[config.mk]
export PLATFORM = sky130hd
export DESIGN_NAME = hds_queue
export DESIGN_NICKNAME = d
export VERILOG_FILES = /design/src/hdl/hds_pkg.sv /design/src/hdl/hds_queue.sv
export SDC_FILE = /design/constraint.sdc
export NUM_CORES = 1
export LEC_CHECK = 0
export BUFFER_PORTS_ARGS = -buffer_cell sky130_fd_sc_hd__buf_2
export CAP_MARGIN = 5
export CORE_UTILIZATION = 45
export CTS_CLUSTER_SIZE = 25
export DETAILED_ROUTE_END_ITERATION = 10
export PLACE_DENSITY_LB_ADDON = 0.25
export SETUP_SLACK_MARGIN = 0.2
export SLEW_MARGIN = 20
export SYNTH_ARGS = -nofsm -noshare
export SYNTH_HDL_FRONTEND = slang
export SYNTH_SLANG_ARGS = --single-unit
[constraint.sdc]
create_clock -name clk_i -period 9.33 [get_ports clk_i]
set_input_delay 1.3995 -clock clk_i [delete_from_list [all_inputs] [get_ports clk_i]]
set_output_delay 1.3995 -clock clk_i [all_outputs]
set_load 0.05 [all_outputs]
[src/hdl/hds_pkg.sv]
// ----------------------------------------------------------------------------
// hds_pkg
// Shared constants, register codes and types of the heat diffusion stencil.
// ----------------------------------------------------------------------------
package hds_pkg;

  // Line buffer geometry
  localparam int unsigned MAX_COLS    = 1024;
  localparam int unsigned COL_W       = $clog2(MAX_COLS);
  localparam int unsigned MIN_DIM     = 3;

  // Field widths
  localparam int unsigned SAMPLE_W    = 32;
  localparam int unsigned ROW_W       = 16;
  localparam int unsigned GRID_COLS_W = 11;
  localparam int unsigned COEF_W      = 16;
  localparam int unsigned LINE_W      = 2 * SAMPLE_W;

  // Configuration port
  localparam int unsigned CFG_IDX_W   = 2;
  localparam int unsigned CFG_DATA_W  = 16;

  localparam logic [COEF_W-1:0]      COEF_RESET      = 16'd6554;
  localparam logic [GRID_COLS_W-1:0] GRID_COLS_RESET = 11'd8;
  localparam logic [ROW_W-1:0]       GRID_ROWS_RESET = 16'd8;

  // Arithmetic widths: Q16.16 samples, Q0.16 weights
  localparam int unsigned FRAC_W  = 16;
  localparam int unsigned DIFF_W  = SAMPLE_W + 2;
  localparam int unsigned PROD_W  = COEF_W + 1 + DIFF_W;
  localparam int unsigned ACC_W   = PROD_W + 1;
  localparam int unsigned DELTA_W = ACC_W - FRAC_W;
  localparam int unsigned SUM_W   = DELTA_W + 1;

  localparam int unsigned QUEUE_DEPTH = 2;

  typedef enum logic [CFG_IDX_W-1:0] {
    CFG_COEF_ROW,
    CFG_COEF_COL,
    CFG_GRID_COLS,
    CFG_GRID_ROWS
  } cfg_reg_e;

  typedef enum logic [1:0] {
    FS_CLEAR,
    FS_PRIME_CUR,
    FS_PRIME_NXT,
    FS_RUN
  } front_state_e;

  typedef struct packed {
    logic [COEF_W-1:0] row_w;
    logic [COEF_W-1:0] col_w;
  } hds_coef_t;

  // One classified sample, as passed from the front to the back end.
  typedef struct packed {
    logic [SAMPLE_W-1:0] u;
    logic [SAMPLE_W-1:0] up;
    logic [SAMPLE_W-1:0] down;
    logic [SAMPLE_W-1:0] left;
    logic [SAMPLE_W-1:0] right;
    logic [ROW_W-1:0]    row;
    logic [COL_W-1:0]    col;
    logic                has_a;
    logic                a_pass;
    logic                has_b;
    logic                b_end;
  } hds_job_t;

endpackage

[src/hdl/hds_queue.sv]
// ----------------------------------------------------------------------------
// hds_queue
// Short FIFO that decouples the front end from the arithmetic back end.
// ----------------------------------------------------------------------------
module hds_queue import hds_pkg::*; (
  input  logic     clk_i,
  input  logic     rst_ni,
  input  logic     push_valid_i,
  output logic     push_ready_o,
  input  hds_job_t push_job_i,
  output logic     pop_valid_o,
  input  logic     pop_ready_i,
  output hds_job_t pop_job_o
);

  localparam int unsigned PTR_W = (QUEUE_DEPTH > 1) ? $clog2(QUEUE_DEPTH) : 1;
  localparam int unsigned CNT_W = $clog2(QUEUE_DEPTH + 1);

  hds_job_t          slot_q [QUEUE_DEPTH];
  logic [PTR_W-1:0]  wr_ptr_q, rd_ptr_q;
  logic [CNT_W-1:0]  count_q;
  logic              push, pop;

  assign push_ready_o = (count_q != CNT_W'(QUEUE_DEPTH));
  assign pop_valid_o  = (count_q != '0);
  assign push         = push_valid_i && push_ready_o;
  assign pop          = pop_valid_o && pop_ready_i;
  assign pop_job_o    = slot_q[rd_ptr_q];

  always_ff @(posedge clk_i or negedge rst_ni) begin
    if (!rst_ni) begin
      wr_ptr_q <= '0;
      rd_ptr_q <= '0;
      count_q  <= '0;
    end else begin
      if (push) begin
        wr_ptr_q <= (wr_ptr_q == PTR_W'(QUEUE_DEPTH - 1)) ? '0 : wr_ptr_q + PTR_W'(1);
      end
      if (pop) begin
        rd_ptr_q <= (rd_ptr_q == PTR_W'(QUEUE_DEPTH - 1)) ? '0 : rd_ptr_q + PTR_W'(1);
      end
      if (push && !pop) begin
        count_q <= count_q + CNT_W'(1);
      end else if (pop && !push) begin
        count_q <= count_q - CNT_W'(1);
      end
    end
  end

  always_ff @(posedge clk_i) begin
    if (push) begin
      slot_q[wr_ptr_q] <= push_job_i;
    end
  end

endmodule

; After elaboration in Yosys (flattened, before gate mapping)
; Memories as Yosys holds them, arrays and structs flattened.
; Cells that the tools add are included.
[classes]
add_sub_neg = 4
multipliers = 0
n_div = 0
n_lt_le_gt_ge = 0
eq_ne = 1
shift = 0
n_mux = 6
n_bitwise = 0
reduce_logical = 8
[ops]
columns = op, n
row1 = 1-bit logical AND, 4
row2 = 1-bit two-way mux, 4
row3 = 2-bit two-way mux, 2
row4 = 2-bit nonzero test, 2
row5 = 1-bit adder (second input constant), 2
row6 = 2-bit by 1-bit adder with 2-bit output (second input constant), 1
row7 = 1-bit logical NOT, 2
row8 = 2-bit inequality test (second input constant), 1
row9 = 2-bit by 1-bit subtractor with 2-bit output (second input constant), 1
[totals]
ff_bits = 4
latch_bits = 0
mem_bits_rw = 380
romBits = 0
inputBits = 194
n_memories = 1
[memory_table]
columns = name, words, word_bits, read_ports, rd_ports_with_merged_regs, write_ports, line
row1 = slot_q, 2, 190, 1, 0, 1, hds_queue.sv:19  ; hds_job_t slot_q [QUEUE_DEPTH];

; Longest topological paths before layout
[logic_depth]
ltp_word = 6
depth_mapped = 7
mapped_depth_nobuf = 7

; Worst setup path before layout
; OpenSTA, ideal clock, no wires.
[synth_path]
path_type = input port to flip-flop
start = in push_valid_i
end = mem slot_q[0][0] (netlist bit) (enable)
setup_time_ps = 744
arrival_time_ps = 9392
t_required_ps = 8586
path_slack_ps = -806
path_stages = 2
path_buffers = 0
cell_sequence = nand2_1 nor2_1
[synth_between]
elab_chain_len = 3
[synth_lines]
columns = item, line
row1 = from (decl), hds_queue.sv:8  ; input logic push_valid_i,
row2 = 1-bit logical AND, hds_queue.sv:26  ; assign push = push_valid_i && push_ready_o;
row3 = 1-bit two-way mux, hds_queue.sv:51  ; if (push) begin
row4 = 1-bit two-way mux (implied by the code), hds_queue.sv:52  ; slot_q[wr_ptr_q] <= push_job_i;
row5 = to (decl), hds_queue.sv:19
; No other way between the ends.

==> impl_metrics.sql <==
INSERT INTO impl_metrics (metric_group, metric, value, unit) VALUES
('power_and_ir_drop', 'pwr_density_cell', '380.3', 'nW/um^2'),
('yosys', 'post_synth_instance_area', '14020', 'um^2'),
('job', 'drv.max_cap_violation_count', '0', ''),
('setup_path', 'worstPathBufferInverterCount', '2', ''),
('power_and_ir_drop', 'power_report.internal_total', '3.945', 'mW'),
('setup_path', 'required', '7930', 'ps'),
('yosys', 'postSynthRegisterBits', '384', ''),
('run_status', 'outcome', 'finished, final reports clean', ''),
('timing', 'min_period_over_period', '45.56', '%'),
('drt', 'wl_per_cell', '18.73', 'um'),
('place', 'placed_area', '16240', 'um^2'),
('yosys', 'combinational_family_with_the_most_area_after_synthesis', 'multiplexers', ''),
('min_path', 'worst_hold_startpoint', 'count_q[1]', ''),
('clock_tree', 'numCtsBuffers', '40', ''),
('yosys', 'area_share_of_xor_xnor_cells_in_the_synthesized_design', '0.3123', '%'),
('setup_path', 'cp_launch_point', 'rd_ptr_q', ''),
('drt', 'finalWirelength', '27140', 'um'),
('setup_path', 'critPathTopFamily', 'buffers and inverters', ''),
('place', 'buffer_ports.inserted', '385', ''),
('global_routing', 'grt_first_pass_wirelength', '38430', 'um'),
('power_and_ir_drop', 'sw_frac_of_total', '40.63', '%'),
('setup_path', 'crit_path_max_fanout', '71', ''),
('die', 'floorplan.die_area', '31870', 'um^2'),
('yosys', 'post_synth_main_area_contributors', 'sky130_fd_sc_hd__edfxtp_1 81%, sky130_fd_sc_hd__mux2_2 15%, sky130_fd_sc_hd__clkbuf_8 1.7%', ''),
('finish', 'layout-drive-gt1-share', '60.61', '%'),
('yosys', 'synth_mux_area_share', '15.26', '%'),
('drt', 'drtPass1Iterations', '4', ''),
('global_routing', 'grt_util_all_layers', '16.07', '%'),
('timing', 'timing.fmax', '235.2', 'MHz'),
('global_routing', 'globalRoute.totalOverflow', '0', ''),
('setup_path', 'cp.arrival', '2850', 'ps'),
('yosys', 'synth_seq_area_share', '82.08', '%'),
('clock_tree', 'clock_path_buffers', '3', ''),
('die', 'top_level_ports', '386', ''),
('setup_path', 'reg2reg_setup_slack', '6400', 'ps'),
('yosys', 'post_synth_inst_count', '609', ''),
('timing', 'grt_setup_unrepaired', 'no', ''),
('yosys', 'yosysTopAreaCellShare', '81.37', '%'),
('power_and_ir_drop', 'sequentialPowerShare', '37.3', '%'),
('min_path', 'hold_path_depth', '1', ''),
('timing', 'timing_max_transition_violations_final', '0', ''),
('drt', 'drtAntennaViolNets', '0', ''),
('yosys', 'synthesis.nets', '804', ''),
('drt', 'drt_iter0_drc', '402', ''),
('min_path', 'min-delay-path-class', 'flip-flop to flip-flop', ''),
('yosys', 'yosysWarnings', '0', ''),
('timing', 'totalNegativeSetupSlack', '0', 'ps'),
('power_and_ir_drop', 'switching_power', '2.700', 'mW'),
('yosys', 'cell_type_contributing_the_most_total_cell_area_after_synthesis', 'sky130_fd_sc_hd__edfxtp_1', ''),
('global_routing', 'grt_start_max_net_pins', '81', ''),
('setup_path', 'cell_chain_critical_path', 'buf_4 -> mux2_2 -> buf_2', ''),
('drt', 'route.detailed.drc', '0', ''),
('timing', 'report.final.hold_viol_count', '0', ''),
('die', 'floorplan.initialDensity', '45.84', '%'),
('drt', 'num_vias', '7009', ''),
('place', 'dp_slack', '5427', 'ps'),
('clock_tree', 'postCtsSetupBuffers', '0', ''),
('yosys', 'synth.top_cells.by_count', '380 x sky130_fd_sc_hd__edfxtp_1, 190 x sky130_fd_sc_hd__mux2_2, 17 x sky130_fd_sc_hd__clkbuf_8', ''),
('clock_tree', 'cts.reportedPaths.clkPinSlew', '60', 'ps'),
('clock_tree', 'clkSinkCount', '384', ''),
('drt', 'routed-wl-met3', '2544', 'um'),
('timing', 'final.min_clock_period', '4251', 'ps'),
('finish', 'design_area', '17470', 'um^2'),
('drt', 'top_layer', 'met5', ''),
('setup_path', 'critPathKind', 'flip-flop to primary output', ''),
('timing', 'fin_ws', '5079', 'ps'),
('power_and_ir_drop', 'power.combinational.fraction', '40.3', '%'),
('timing', 'setup_violations', '0', ''),
('clock_tree', 'clock_tree_root_driver_cell', 'sky130_fd_sc_hd__clkbuf_16', ''),
('finish', 'areaGrowthSynthToFinish', '24.60', '%'),
('yosys', 'synth_fa_ha_area_share', '0.08922', '%');
[routing by layer]
metal,vias to the layer above,track usage (%)
li1,3273,-
met1,3421,18.58
met2,259,27.52
met3,50,6.245
met4,6,4.732
met5,-,0
[cell usage in the layout (no fill, tap or decap)]
cell and instances:
sky130_fd_sc_hd__nand2b_1 1, sky130_fd_sc_hd__nor2_1 1, sky130_fd_sc_hd__buf_6 1, sky130_fd_sc_hd__clkinv_2 6, sky130_fd_sc_hd__edfxtp_1 380, sky130_fd_sc_hd__ha_1 1
sky130_fd_sc_hd__clkinvlp_4 1, sky130_fd_sc_hd__buf_2 385, sky130_fd_sc_hd__diode_2 2, sky130_fd_sc_hd__nand2_1 2, sky130_fd_sc_hd__xor2_1 2, sky130_fd_sc_hd__dfrtp_1 3
sky130_fd_sc_hd__clkbuf_16 41, sky130_fd_sc_hd__nor2_4 1, sky130_fd_sc_hd__and3_4 1, sky130_fd_sc_hd__clkbuf_1 13, sky130_fd_sc_hd__inv_1 1, sky130_fd_sc_hd__or2_2 1
sky130_fd_sc_hd__mux2_2 190, sky130_fd_sc_hd__xnor2_1 3, sky130_fd_sc_hd__dfrtp_4 1, sky130_fd_sc_hd__bufinv_16 3, sky130_fd_sc_hd__buf_4 6, sky130_fd_sc_hd__clkinv_1 7
[per-stage QoR]
step / power, mW / hold slack [ps] / cells
after CTS: 6.727 / 513.8 / 1447
after global routing: 6.912 / 542.0 / 1448
after detailed placement: 5.226 / 502.0 / 1376
after global placement: 5.210 / 484.9 / 1376
final: 6.645 / 514.0 / 1449
after floorplan: 4.762 / 455.9 / 609
[worst max path at each step]
stage	depth (start not counted)	slack, ps	end
after floorplan	2	2410	slot_q[0][0]
after global placement	5	5430	slot_q[0][46]
after detailed placement	3	5430	pop_job_o[41]
after CTS	3	4850	pop_job_o[41]
after global routing	3	4870	pop_job_o[142]
final	3	5080	pop_job_o[142]
[registers in the layout (all words and copies together) (netlist names)]
signal and flops:
count_q 2, rd_ptr_q 1, slot_q 380, wr_ptr_q 1
[power by group through the flow]
| stage | clock network (mW) | registers, mW | logic [mW] |
|---|---|---|---|
| finish | 1.49 | 2.48 | 2.68 |
| global route | 1.59 | 2.51 | 2.81 |
| CTS | 1.52 | 2.48 | 2.72 |
| detailed placement | 0 | 2.52 | 2.71 |
| global placement | 0 | 2.50 | 2.71 |
| floorplan | 0 | 2.53 | 2.24 |
[cell families after synthesis]
family                     after synthesis
xor gates and xnor gates                 5
adders and majority gates                1
buffers and inverters                   22
DFF                                    384
muxes                                  190
and+or+nand+nor                          7
[cell type report]
| cell class | instances | share of cell area [%] |
|---|---|---|
| clock inverter | 17 | 0.8808 |
| timing repair buffer | 392 | 11.35 |
| antenna | 2 | 0.02864 |
| clock buffer | 54 | 6.151 |
| inverter | 1 | 0.02148 |
| tap | 396 | 2.836 |
| multi-input combinational | 203 | 12.83 |
| sequential | 384 | 65.90 |
Note: power is estimated with default switching activity, not from simulation.
