===== src/hdl/hds_pkg.sv =====
// ----------------------------------------------------------------------------
// hds_pkg
// Shared constants, register codes and types of the heat diffusion stencil.
// ----------------------------------------------------------------------------
package hds_pkg;

  // Line buffer geometry
  localparam int unsigned MAX_COLS    = 1024;
  localparam int unsigned COL_W       = $clog2(MAX_COLS);
  localparam int unsigned MIN_DIM     = 3;

  // Field widths
  localparam int unsigned SAMPLE_W    = 32;
  localparam int unsigned ROW_W       = 16;
  localparam int unsigned GRID_COLS_W = 11;
  localparam int unsigned COEF_W      = 16;
  localparam int unsigned LINE_W      = 2 * SAMPLE_W;

  // Configuration port
  localparam int unsigned CFG_IDX_W   = 2;
  localparam int unsigned CFG_DATA_W  = 16;

  localparam logic [COEF_W-1:0]      COEF_RESET      = 16'd6554;
  localparam logic [GRID_COLS_W-1:0] GRID_COLS_RESET = 11'd8;
  localparam logic [ROW_W-1:0]       GRID_ROWS_RESET = 16'd8;

  // Arithmetic widths: Q16.16 samples, Q0.16 weights
  localparam int unsigned FRAC_W  = 16;
  localparam int unsigned DIFF_W  = SAMPLE_W + 2;
  localparam int unsigned PROD_W  = COEF_W + 1 + DIFF_W;
  localparam int unsigned ACC_W   = PROD_W + 1;
  localparam int unsigned DELTA_W = ACC_W - FRAC_W;
  localparam int unsigned SUM_W   = DELTA_W + 1;

  localparam int unsigned QUEUE_DEPTH = 2;

  typedef enum logic [CFG_IDX_W-1:0] {
    CFG_COEF_ROW,
    CFG_COEF_COL,
    CFG_GRID_COLS,
    CFG_GRID_ROWS
  } cfg_reg_e;

  typedef enum logic [1:0] {
    FS_CLEAR,
    FS_PRIME_CUR,
    FS_PRIME_NXT,
    FS_RUN
  } front_state_e;

  typedef struct packed {
    logic [COEF_W-1:0] row_w;
    logic [COEF_W-1:0] col_w;
  } hds_coef_t;

  // One classified sample, as passed from the front to the back end.
  typedef struct packed {
    logic [SAMPLE_W-1:0] u;
    logic [SAMPLE_W-1:0] up;
    logic [SAMPLE_W-1:0] down;
    logic [SAMPLE_W-1:0] left;
    logic [SAMPLE_W-1:0] right;
    logic [ROW_W-1:0]    row;
    logic [COL_W-1:0]    col;
    logic                has_a;
    logic                a_pass;
    logic                has_b;
    logic                b_end;
  } hds_job_t;

endpackage


===== src/hdl/hds_if.sv =====


interface hds_out_if import hds_pkg::*; ();
  logic                       valid;
  logic                       ready;
  logic signed [SAMPLE_W-1:0] value;
  logic [ROW_W-1:0]           row_index;
  logic [COL_W-1:0]           col_index;
  logic                       frame_end;

  modport source (output valid, output value, output row_index, output col_index,
                  output frame_end, input ready);
  modport sink   (input valid, input value, input row_index, input col_index,
                  input frame_end, output ready);
endinterface


===== src/hdl/hds_back.sv =====
// ----------------------------------------------------------------------------
// hds_back
// Stencil arithmetic pipeline and result register. Forms the two second
// differences, weights them, rounds and saturates, then emits one or two
// result transactions per job.
// ----------------------------------------------------------------------------
module hds_back import hds_pkg::*; (
  input  logic      clk_i,
  input  logic      rst_ni,
  input  logic      pop_valid_i,
  output logic      pop_ready_o,
  input  hds_job_t  job_i,
  input  hds_coef_t coef_i,
  hds_out_if.source res_o
);

  typedef struct packed {
    logic [SAMPLE_W-1:0] u;
    logic [SAMPLE_W-1:0] down;
    logic [ROW_W-1:0]    row;
    logic [COL_W-1:0]    col;
    logic                has_a;
    logic                a_pass;
    logic                has_b;
    logic                b_end;
  } meta_t;

  logic s1_v_q, s2_v_q, s3_v_q, out_v_q, phase_q;
  logic s1_ready, s2_ready, s3_ready, out_free, show_a, out_last, res_fire;

  meta_t s1_meta_q, s2_meta_q, s3_meta_q, out_meta_q, job_meta;
  logic signed [DIFF_W-1:0]  u_x, dr, dc, s1_dr_q, s1_dc_q;
  logic signed [PROD_W-1:0]  prod_r, prod_c, s2_pr_q, s2_pc_q;
  logic signed [ACC_W-1:0]   acc;
  logic signed [DELTA_W-1:0] s3_delta_q;
  logic signed [SUM_W-1:0]   sum;
  logic [SAMPLE_W-1:0]       sat_val, val_a, out_val_a_q;

  // Handshake chain: a stage loads when it is empty or its content moves on
  assign res_fire    = res_o.valid && res_o.ready;
  assign show_a      = out_meta_q.has_a && !phase_q;
  assign out_last    = show_a ? !out_meta_q.has_b : 1'b1;
  assign out_free    = !out_v_q || (res_o.ready && out_last);
  assign s3_ready    = !s3_v_q || out_free;
  assign s2_ready    = !s2_v_q || s3_ready;
  assign s1_ready    = !s1_v_q || s2_ready;
  assign pop_ready_o = s1_ready;

  always_ff @(posedge clk_i or negedge rst_ni) begin
    if (!rst_ni) begin
      s1_v_q  <= 1'b0;
      s2_v_q  <= 1'b0;
      s3_v_q  <= 1'b0;
      out_v_q <= 1'b0;
      phase_q <= 1'b0;
    end else begin
      if (s1_ready) s1_v_q <= pop_valid_i;
      if (s2_ready) s2_v_q <= s1_v_q;
      if (s3_ready) s3_v_q <= s2_v_q;
      if (out_free) begin
        out_v_q <= s3_v_q;
        phase_q <= 1'b0;
      end else if (res_fire) begin
        phase_q <= 1'b1;
      end
    end
  end

  // Stage 1: second differences along rows and columns
  always_comb begin
    job_meta.u      = job_i.u;
    job_meta.down   = job_i.down;
    job_meta.row    = job_i.row;
    job_meta.col    = job_i.col;
    job_meta.has_a  = job_i.has_a;
    job_meta.a_pass = job_i.a_pass;
    job_meta.has_b  = job_i.has_b;
    job_meta.b_end  = job_i.b_end;
  end

  assign u_x = DIFF_W'(signed'(job_i.u));
  assign dr  = DIFF_W'(signed'(job_i.up)) + DIFF_W'(signed'(job_i.down)) - (u_x <<< 1);
  assign dc  = DIFF_W'(signed'(job_i.left)) + DIFF_W'(signed'(job_i.right)) - (u_x <<< 1);

  // Stage 2: weighting by the unsigned Q0.16 coefficients
  assign prod_r = $signed({1'b0, coef_i.row_w}) * s1_dr_q;
  assign prod_c = $signed({1'b0, coef_i.col_w}) * s1_dc_q;

  // Stage 3: sum and round half up to Q16.16
  assign acc = ACC_W'(s2_pr_q) + ACC_W'(s2_pc_q) + (ACC_W'(1) <<< (FRAC_W - 1));

  // Result: add the change and saturate to the 32-bit range
  assign sum = SUM_W'(signed'(s3_meta_q.u)) + SUM_W'(s3_delta_q);

  always_comb begin
    if ((&sum[SUM_W-1:SAMPLE_W-1]) || !(|sum[SUM_W-1:SAMPLE_W-1])) begin
      sat_val = sum[SAMPLE_W-1:0];
    end else if (sum[SUM_W-1]) begin
      sat_val = {1'b1, {(SAMPLE_W-1){1'b0}}};
    end else begin
      sat_val = {1'b0, {(SAMPLE_W-1){1'b1}}};
    end
    val_a = s3_meta_q.a_pass ? s3_meta_q.u : sat_val;
  end

  always_ff @(posedge clk_i) begin
    if (s1_ready && pop_valid_i) begin
      s1_dr_q   <= dr;
      s1_dc_q   <= dc;
      s1_meta_q <= job_meta;
    end
    if (s2_ready && s1_v_q) begin
      s2_pr_q   <= prod_r;
      s2_pc_q   <= prod_c;
      s2_meta_q <= s1_meta_q;
    end
    if (s3_ready && s2_v_q) begin
      s3_delta_q <= DELTA_W'(acc >>> FRAC_W);
      s3_meta_q  <= s2_meta_q;
    end
    if (out_free && s3_v_q) begin
      out_val_a_q <= val_a;
      out_meta_q  <= s3_meta_q;
    end
  end

  // The stencil result of the row above goes first, the last-row copy second.
  assign res_o.valid     = out_v_q;
  assign res_o.value     = show_a ? signed'(out_val_a_q) : signed'(out_meta_q.down);
  assign res_o.row_index = show_a ? out_meta_q.row - ROW_W'(1) : out_meta_q.row;
  assign res_o.col_index = out_meta_q.col;
  assign res_o.frame_end = show_a ? 1'b0 : out_meta_q.b_end;

endmodule


===== src/flat_wrapper.sv =====
// flat-port wrapper written by rule: the top's interface ports become plain ports
module hds_back_flat import hds_pkg::*;
  (clk_i, rst_ni, pop_valid_i, pop_ready_o, job_i, coef_i, res_o_valid, res_o_value, res_o_row_index, res_o_col_index, res_o_frame_end, res_o_ready);
  hds_out_if res_o_i ();
  input  logic clk_i;
  input  logic rst_ni;
  input  logic pop_valid_i;
  output logic pop_ready_o;
  input  hds_job_t job_i;
  input  hds_coef_t coef_i;
  output wire logic [$bits(res_o_i.valid)-1:0] res_o_valid;
  output wire logic [$bits(res_o_i.value)-1:0] res_o_value;
  output wire logic [$bits(res_o_i.row_index)-1:0] res_o_row_index;
  output wire logic [$bits(res_o_i.col_index)-1:0] res_o_col_index;
  output wire logic [$bits(res_o_i.frame_end)-1:0] res_o_frame_end;
  input wire logic [$bits(res_o_i.ready)-1:0] res_o_ready;
  assign res_o_valid = res_o_i.valid;
  assign res_o_value = res_o_i.value;
  assign res_o_row_index = res_o_i.row_index;
  assign res_o_col_index = res_o_i.col_index;
  assign res_o_frame_end = res_o_i.frame_end;
  assign res_o_i.ready = res_o_ready;
  hds_back u_core (.clk_i(clk_i), .rst_ni(rst_ni), .pop_valid_i(pop_valid_i), .pop_ready_o(pop_ready_o), .job_i(job_i), .coef_i(coef_i), .res_o(res_o_i));
endmodule

===== config.mk =====
export PLATFORM = sky130hd
export DESIGN_NAME = hds_back_flat
export DESIGN_NICKNAME = d
export VERILOG_FILES = /design/src/hdl/hds_pkg.sv /design/src/hdl/hds_if.sv /design/src/hdl/hds_back.sv /design/src/flat_wrapper.sv
export SDC_FILE = /design/constraint.sdc
export NUM_CORES = 2
export LEC_CHECK = 0
export BUFFER_PORTS_ARGS = -buffer_cell sky130_fd_sc_hd__buf_2
export CORE_ASPECT_RATIO = 1.4
export CORE_MARGIN = 2
export CORE_UTILIZATION = 50
export CTS_CLUSTER_SIZE = 30
export DETAILED_ROUTE_END_ITERATION = 7
export PLACE_DENSITY = 0.67
export SLEW_MARGIN = 40
export SYNTH_ARGS = -nofsm -noshare
export SYNTH_HDL_FRONTEND = slang
export SYNTH_SLANG_ARGS = --single-unit

===== constraint.sdc =====
create_clock -name clk_i -period 15.6 [get_ports clk_i]
set_input_delay 0.78 -clock clk_i [delete_from_list [all_inputs] [get_ports clk_i]]
set_output_delay 0.78 -clock clk_i [all_outputs]
set_load 0.05 [all_outputs]

Word-level counts from Yosys, hierarchy flattened

Index checks and enable logic that the tools add are counted.
Widths: inputs -> output; s select.

$add $sub $neg: 8
Multiply operators: 2
Reduce and logical (&&, ||, !) cells: 22
Muxes and demuxes: 9

Operator list:

| kind                   | number |
|---|---|
| $mux 32                | 4 |
| $mul 17x34->51         | 2 |
| $sub 33x33->34         | 2 |
| $add 32x32->33         | 2 |
| $add 51x51->52         | 1 |
| $add 52x17->52 const B | 1 |
| $add 32x36->37         | 1 |
| $mux 16                | 1 |
| $sub 16x1->16 const B  | 1 |
| $logic_and 1x1->1      | 7 |
| $logic_not 1->1        | 7 |
| $reduce_and 6->1       | 1 |
| $reduce_or 6->1        | 1 |
| $logic_or 1x1->1       | 5 |
| $mux 1                 | 4 |
| $reduce_bool 2->1      | 1 |

Logic and storage cells: 82
Output and inout port bits: 61
Flip-flop bits (word level): 586
Input bits: 226

Depth between registers and ports, before layout

Depth after elaboration: 9
Gate-level depth with buffers: 28

Worst setup path after synthesis

Ideal clock, no wire load.

Path type: input to register
Start: in coef_i[8] (netlist name)
End: reg u_core.s2_pc_q[48] (data pin)
Arrival time: 7.136 ns
Setup slack: 8.206 ns
Stages on the path: 26
Library setup time: 0.258 ns
Data required time: 15.342 ns
Path buffers: 3
Cell sequence: clkbuf_1 > clkbuf_1 > nand2_1 > fa_1 > inv_1 > fa_1 > fa_1 > fa_1 > fa_1 > inv_1 > fa_1 > inv_1 > ha_1 > buf_2 > a21o_1 > a21o_1 > a21o_1 > a21o_1 > a221o_1 > nor3_1 > o32ai_1 > a221oi_2 > o211ai_1 > a311o_1 > a21oi_1 > xnor2_1

Cells in the longest elaborated chain, start to end: 1

Ends and longest elaborated chain:

| item                  | line               | RTL |
|---|---|---|
| from (decl)           | flat_wrapper.sv:10 | `input hds_coef_t coef_i;` |
| $mul 17x34->51        | hds_back.sv:87     | `assign prod_c = $signed({1'b0, coef_i.col_w}) * s1_dc_q;` |
| net u_core.prod_c[48] | hds_back.sv:33     | `logic signed [PROD_W-1:0] prod_r, prod_c, s2_pr_q, s2_pc_q;` |
| to (signal assigned)  | hds_back.sv:114    | `s2_pc_q <= prod_c;` |
| to (decl)             | hds_back.sv:33     |  |

The timed path passes the listed nets, and every way through them passes these cells.
A chain may end at the register's enable or synchronous reset.

Final worst setup path

Start: reg u_core.s1_dr_q[13]
End: reg u_core.s2_pr_q[50] (data pin)

Cells in the longest elaborated chain, start to end: 1

Ends and longest elaborated chain:

| item                   | line            | RTL |
|---|---|---|
| from (decl)            | hds_back.sv:32  | `logic signed [DIFF_W-1:0] u_x, dr, dc, s1_dr_q, s1_dc_q;` |
| from (signal assigned) | hds_back.sv:108 | `s1_dr_q <= dr;` |
| $mul 17x34->51         | hds_back.sv:86  | `assign prod_r = $signed({1'b0, coef_i.row_w}) * s1_dr_q;` |
| net u_core.prod_r[50]  | hds_back.sv:33  |  |
| to (signal assigned)   | hds_back.sv:113 | `s2_pr_q <= prod_r;` |
| to (decl)              | hds_back.sv:33  |  |

The timed path passes the listed nets, and every way through them passes these cells.

==> impl_metrics.csv <==
group,metric,value,unit
yosys,synth.most_common_cell,"inv_1",
yosys,synth_edf_count,581,
cells_and_area,design_area,71100,sq um
cts,cts_tree,"built",
placement,dp_cells,8270,
yosys,synth.area.top_cells,"fa_1 33%, edfxtp_1 26%, inv_1 8.8%",
floorplanning,io_pins,287,
yosys,synth_top_family_by_area,"adder cells",
global_routing,grt_overflow_total,0,
yosys,ys_seq_area_share,26.7,%
hold_path,hp-start,"job_i[3]",
detailed_routing,drt_iter0_drc,2706,
sta,clock.fmax,128,MHz
detailed_routing,routed_via_density,5.34,
detailed_routing,drcViolationCount,0,
worst_setup_path,critPathLaunchType,"flop",
detailed_routing,drtPass1Iterations,6,
yosys,synth_cell_types,80,
sta,hold_violations,0,
cts,post_cts_buffers,0,
placement,gp_congestion,0.928,
worst_setup_path,crit_start,"u_core.s1_dr_q[13]",
yosys,synth_common_cells,"1,544 x inv_1, 1,099 x fa_1, 864 x nand2_1",
global_routing,grt_pass1_wl,262000,um
outcome,outcome,"finished, final reports clean",
cts,clock-root-buffer,"clkbuf_16",
yosys,synth_compound_area_share,6.56,%
sta,worstMarginPinSlew,0.876,ns
sta,period_share,49.9,%
sta,rsz0062_at_grt,"false",
placement,hpwl,132000,um
cells_and_area,fin_nets,8356,
placement,port-buffer-count,286,
flow_run,maxCapViolCount,0,
detailed_routing,wirelength,166000,um
global_routing,antenna_found_initial,13,
floorplanning,die_x,311,um
cts,holdBufCountCts,1,
yosys,synth_cells,6416,
detailed_routing,wl_per_cell,19.7,um
yosys,synth_area,65900,sq um
yosys,syn_avg_cell_area,10.3,sq um
sta,slew_headroom,41.6,%
floorplanning,rows,157,
yosys,yosys_most_used_dff,"edfxtp_1",
detailed_routing,postRouteAntennaNets,0,
cts,clock-sinks,586,
floorplanning,core,131000,sq um
yosys,synthAdderAreaFrac,41.8,%
worst_setup_path,cp_max_fo,16,
detailed_routing,vias,44800,
yosys,synth_xor_area_share,2.98,%
yosys,async_flop_share,0.853,%
worst_setup_path,required,15.99,ns
sta,final-max-slew-violation-count,0,
yosys,yosys.area.top_type,"fa_1",
floorplanning,die_area,135000,sq um
cts,cts-buffers-inserted,61,
sta,period_needed,7.79,ns
hold_path,min_path_type,"in2reg",
worst_setup_path,cp.arrival,8.18,ns
cts,cts_htree_levels,2,
yosys,synth-seq-cells,586,
yosys,syn_nets,8185,
floorplanning,die_y,433,um
placement,place_area,68900,sq um
yosys,synth_top_area_share,33.4,%
worst_setup_path,critPathKind,"reg2reg",
sta,skew,0.0233,ns
sta,report.final.setup_viol,0,
cts,cts-resized-gates,0,
global_routing,grt_max_degree,73,
cts,cts_buffer_depth,3,
cells_and_area,drive_gt1_share,6.75,%
worst_setup_path,r2r_start,"u_core.s1_dr_q[13]",
floorplanning,floorplan.initialDensity,50.3,%
cts,path_clk_slew,0.06,ns
worst_setup_path,cp-end-kind,"flop",
cells_and_area,area_delta_synth_final,7.89,%
yosys,ys_warn_count,0,
cts,insertion_delay,0.65,ns
yosys,synthMuxAreaShare,0.0152,%
global_routing,grt_pass1_vias,48500,
sta,tns,0,ns
yosys,synth-simple-area-share,11.8,%
global_routing,track_usage,25.3,%
cells_and_area,post_layout_nonfiller_instances,8390,
==> metal layers <==
metal	up-vias	GRT usage, %	part of all wire, %
met4	12	12.9	5.8
met3	421	3.24	5.4
met5	-	0	0.043
met2	1404	45.9	52
li1	20100	-	-
met1	22900	29.4	37
==> registers in the layout, indices dropped and copies added, names as in the netlist <==
name / flops
u_core.s3_v_q: 1
u_core.res_o.valid: 1
u_core.s2_meta_q: 94
u_core.phase_q: 1
u_core.s3_delta_q: 36
u_core.s1_v_q: 1
u_core.s3_meta_q: 94
u_core.s2_pr_q: 51
u_core.res_o.col_index: 10
u_core.s2_v_q: 1
u_core.out_val_a_q: 32
u_core.out_meta_q: 51
u_core.s2_pc_q: 51
u_core.s1_meta_q: 94
u_core.s1_dr_q: 34
u_core.s1_dc_q: 34
==> stage by stage <==
stage | utilization [%] | hold WS, ns | setup WS [ns]
after detailed placement | 52.7 | 0.405 | 7.35
after global routing | 54.3 | 0.284 | 7.42
after CTS | 54.3 | 0.272 | 7.83
after global placement | 52.6 | 0.400 | 7.54
after floorplan | - | 0.400 | 8.21
final | 54.3 | 0.317 | 7.81
==> critical path, stage by stage, from the launching register on <==
cell       delay [ns]
edfxtp_1         0.87
nand2_1          0.18
fa_1             0.57
inv_1            0.05
fa_1             0.48
fa_1             0.61
fa_1             0.47
fa_1             0.49
inv_1            0.05
fa_1             0.47
inv_1            0.04
ha_1             0.36
and4_1           0.27
a21boi_0         0.26
nand3_1          0.12
a311oi_1         0.49
o41ai_2          0.19
a2bb2oi_1        0.30
a31oi_1          0.19
o31ai_2          0.48
a31o_2           0.24
a31o_2           0.14
a21oi_1          0.07
xnor2_1          0.13
==> cells in the final DEF (no fill, tap or decap), drive strengths merged, types with 8 or more instances in the layout <==
master and instances:
a21oi 245, nor4 9, clkinv 27, a21o 118
nor2 131, o21ai 85, nand2b 30, nand3 33
and4 9, nand2 864, and2 431, o21bai 24
a211oi 19, xor2 68, buf 314, nor2b 34
a31o 8, a21boi 12, xnor2 156, ha 444
o211ai 17, clkbuf 67, bufinv 11, a31oi 14
edfxtp 581, nor3 42, inv 1548, and3 23
o21a 42, nand4 13, fa 1099
==> layout make-up <==
type	instances	area, sq um
fill	11600	59800
tap	1749	2190
clock inverter	45	558
multi-input combinational	4079	41700
sequential	586	17600
timing repair buffer	315	1700
clock buffer	67	1550
inverter	1544	5800
antenna	5	12.5
==> path summary, 6_finish.rpt <==
| kind | to | slack (ns) | cells after the start |
|---|---|---|---|
| max | u_core.s2_pr_q[50] | 7.81 | 23 |
| min in group asynchronous | u_core.s2_v_q | 0.48 | 2 |
| min reg2reg | u_core.s3_meta_q[76] | 0.40 | 0 |
| max reg2reg | u_core.s2_pr_q[50] | 7.81 | 23 |
| max in group asynchronous | u_core.s3_v_q | 14.98 | 2 |
| min | u_core.s1_meta_q[3] | 0.32 | 1 |
==> kinds of logic after synthesis <==
family	Yosys count
compound gates	662
mux	1
fa+ha+maj	1543
flops	586
simple gates	1649
xor+xnor	224
buf+inv	1751
Power is left out: the tool's default activity adds up to more than one toggle a clock period on the data nets, which glitch-free logic cannot reach.
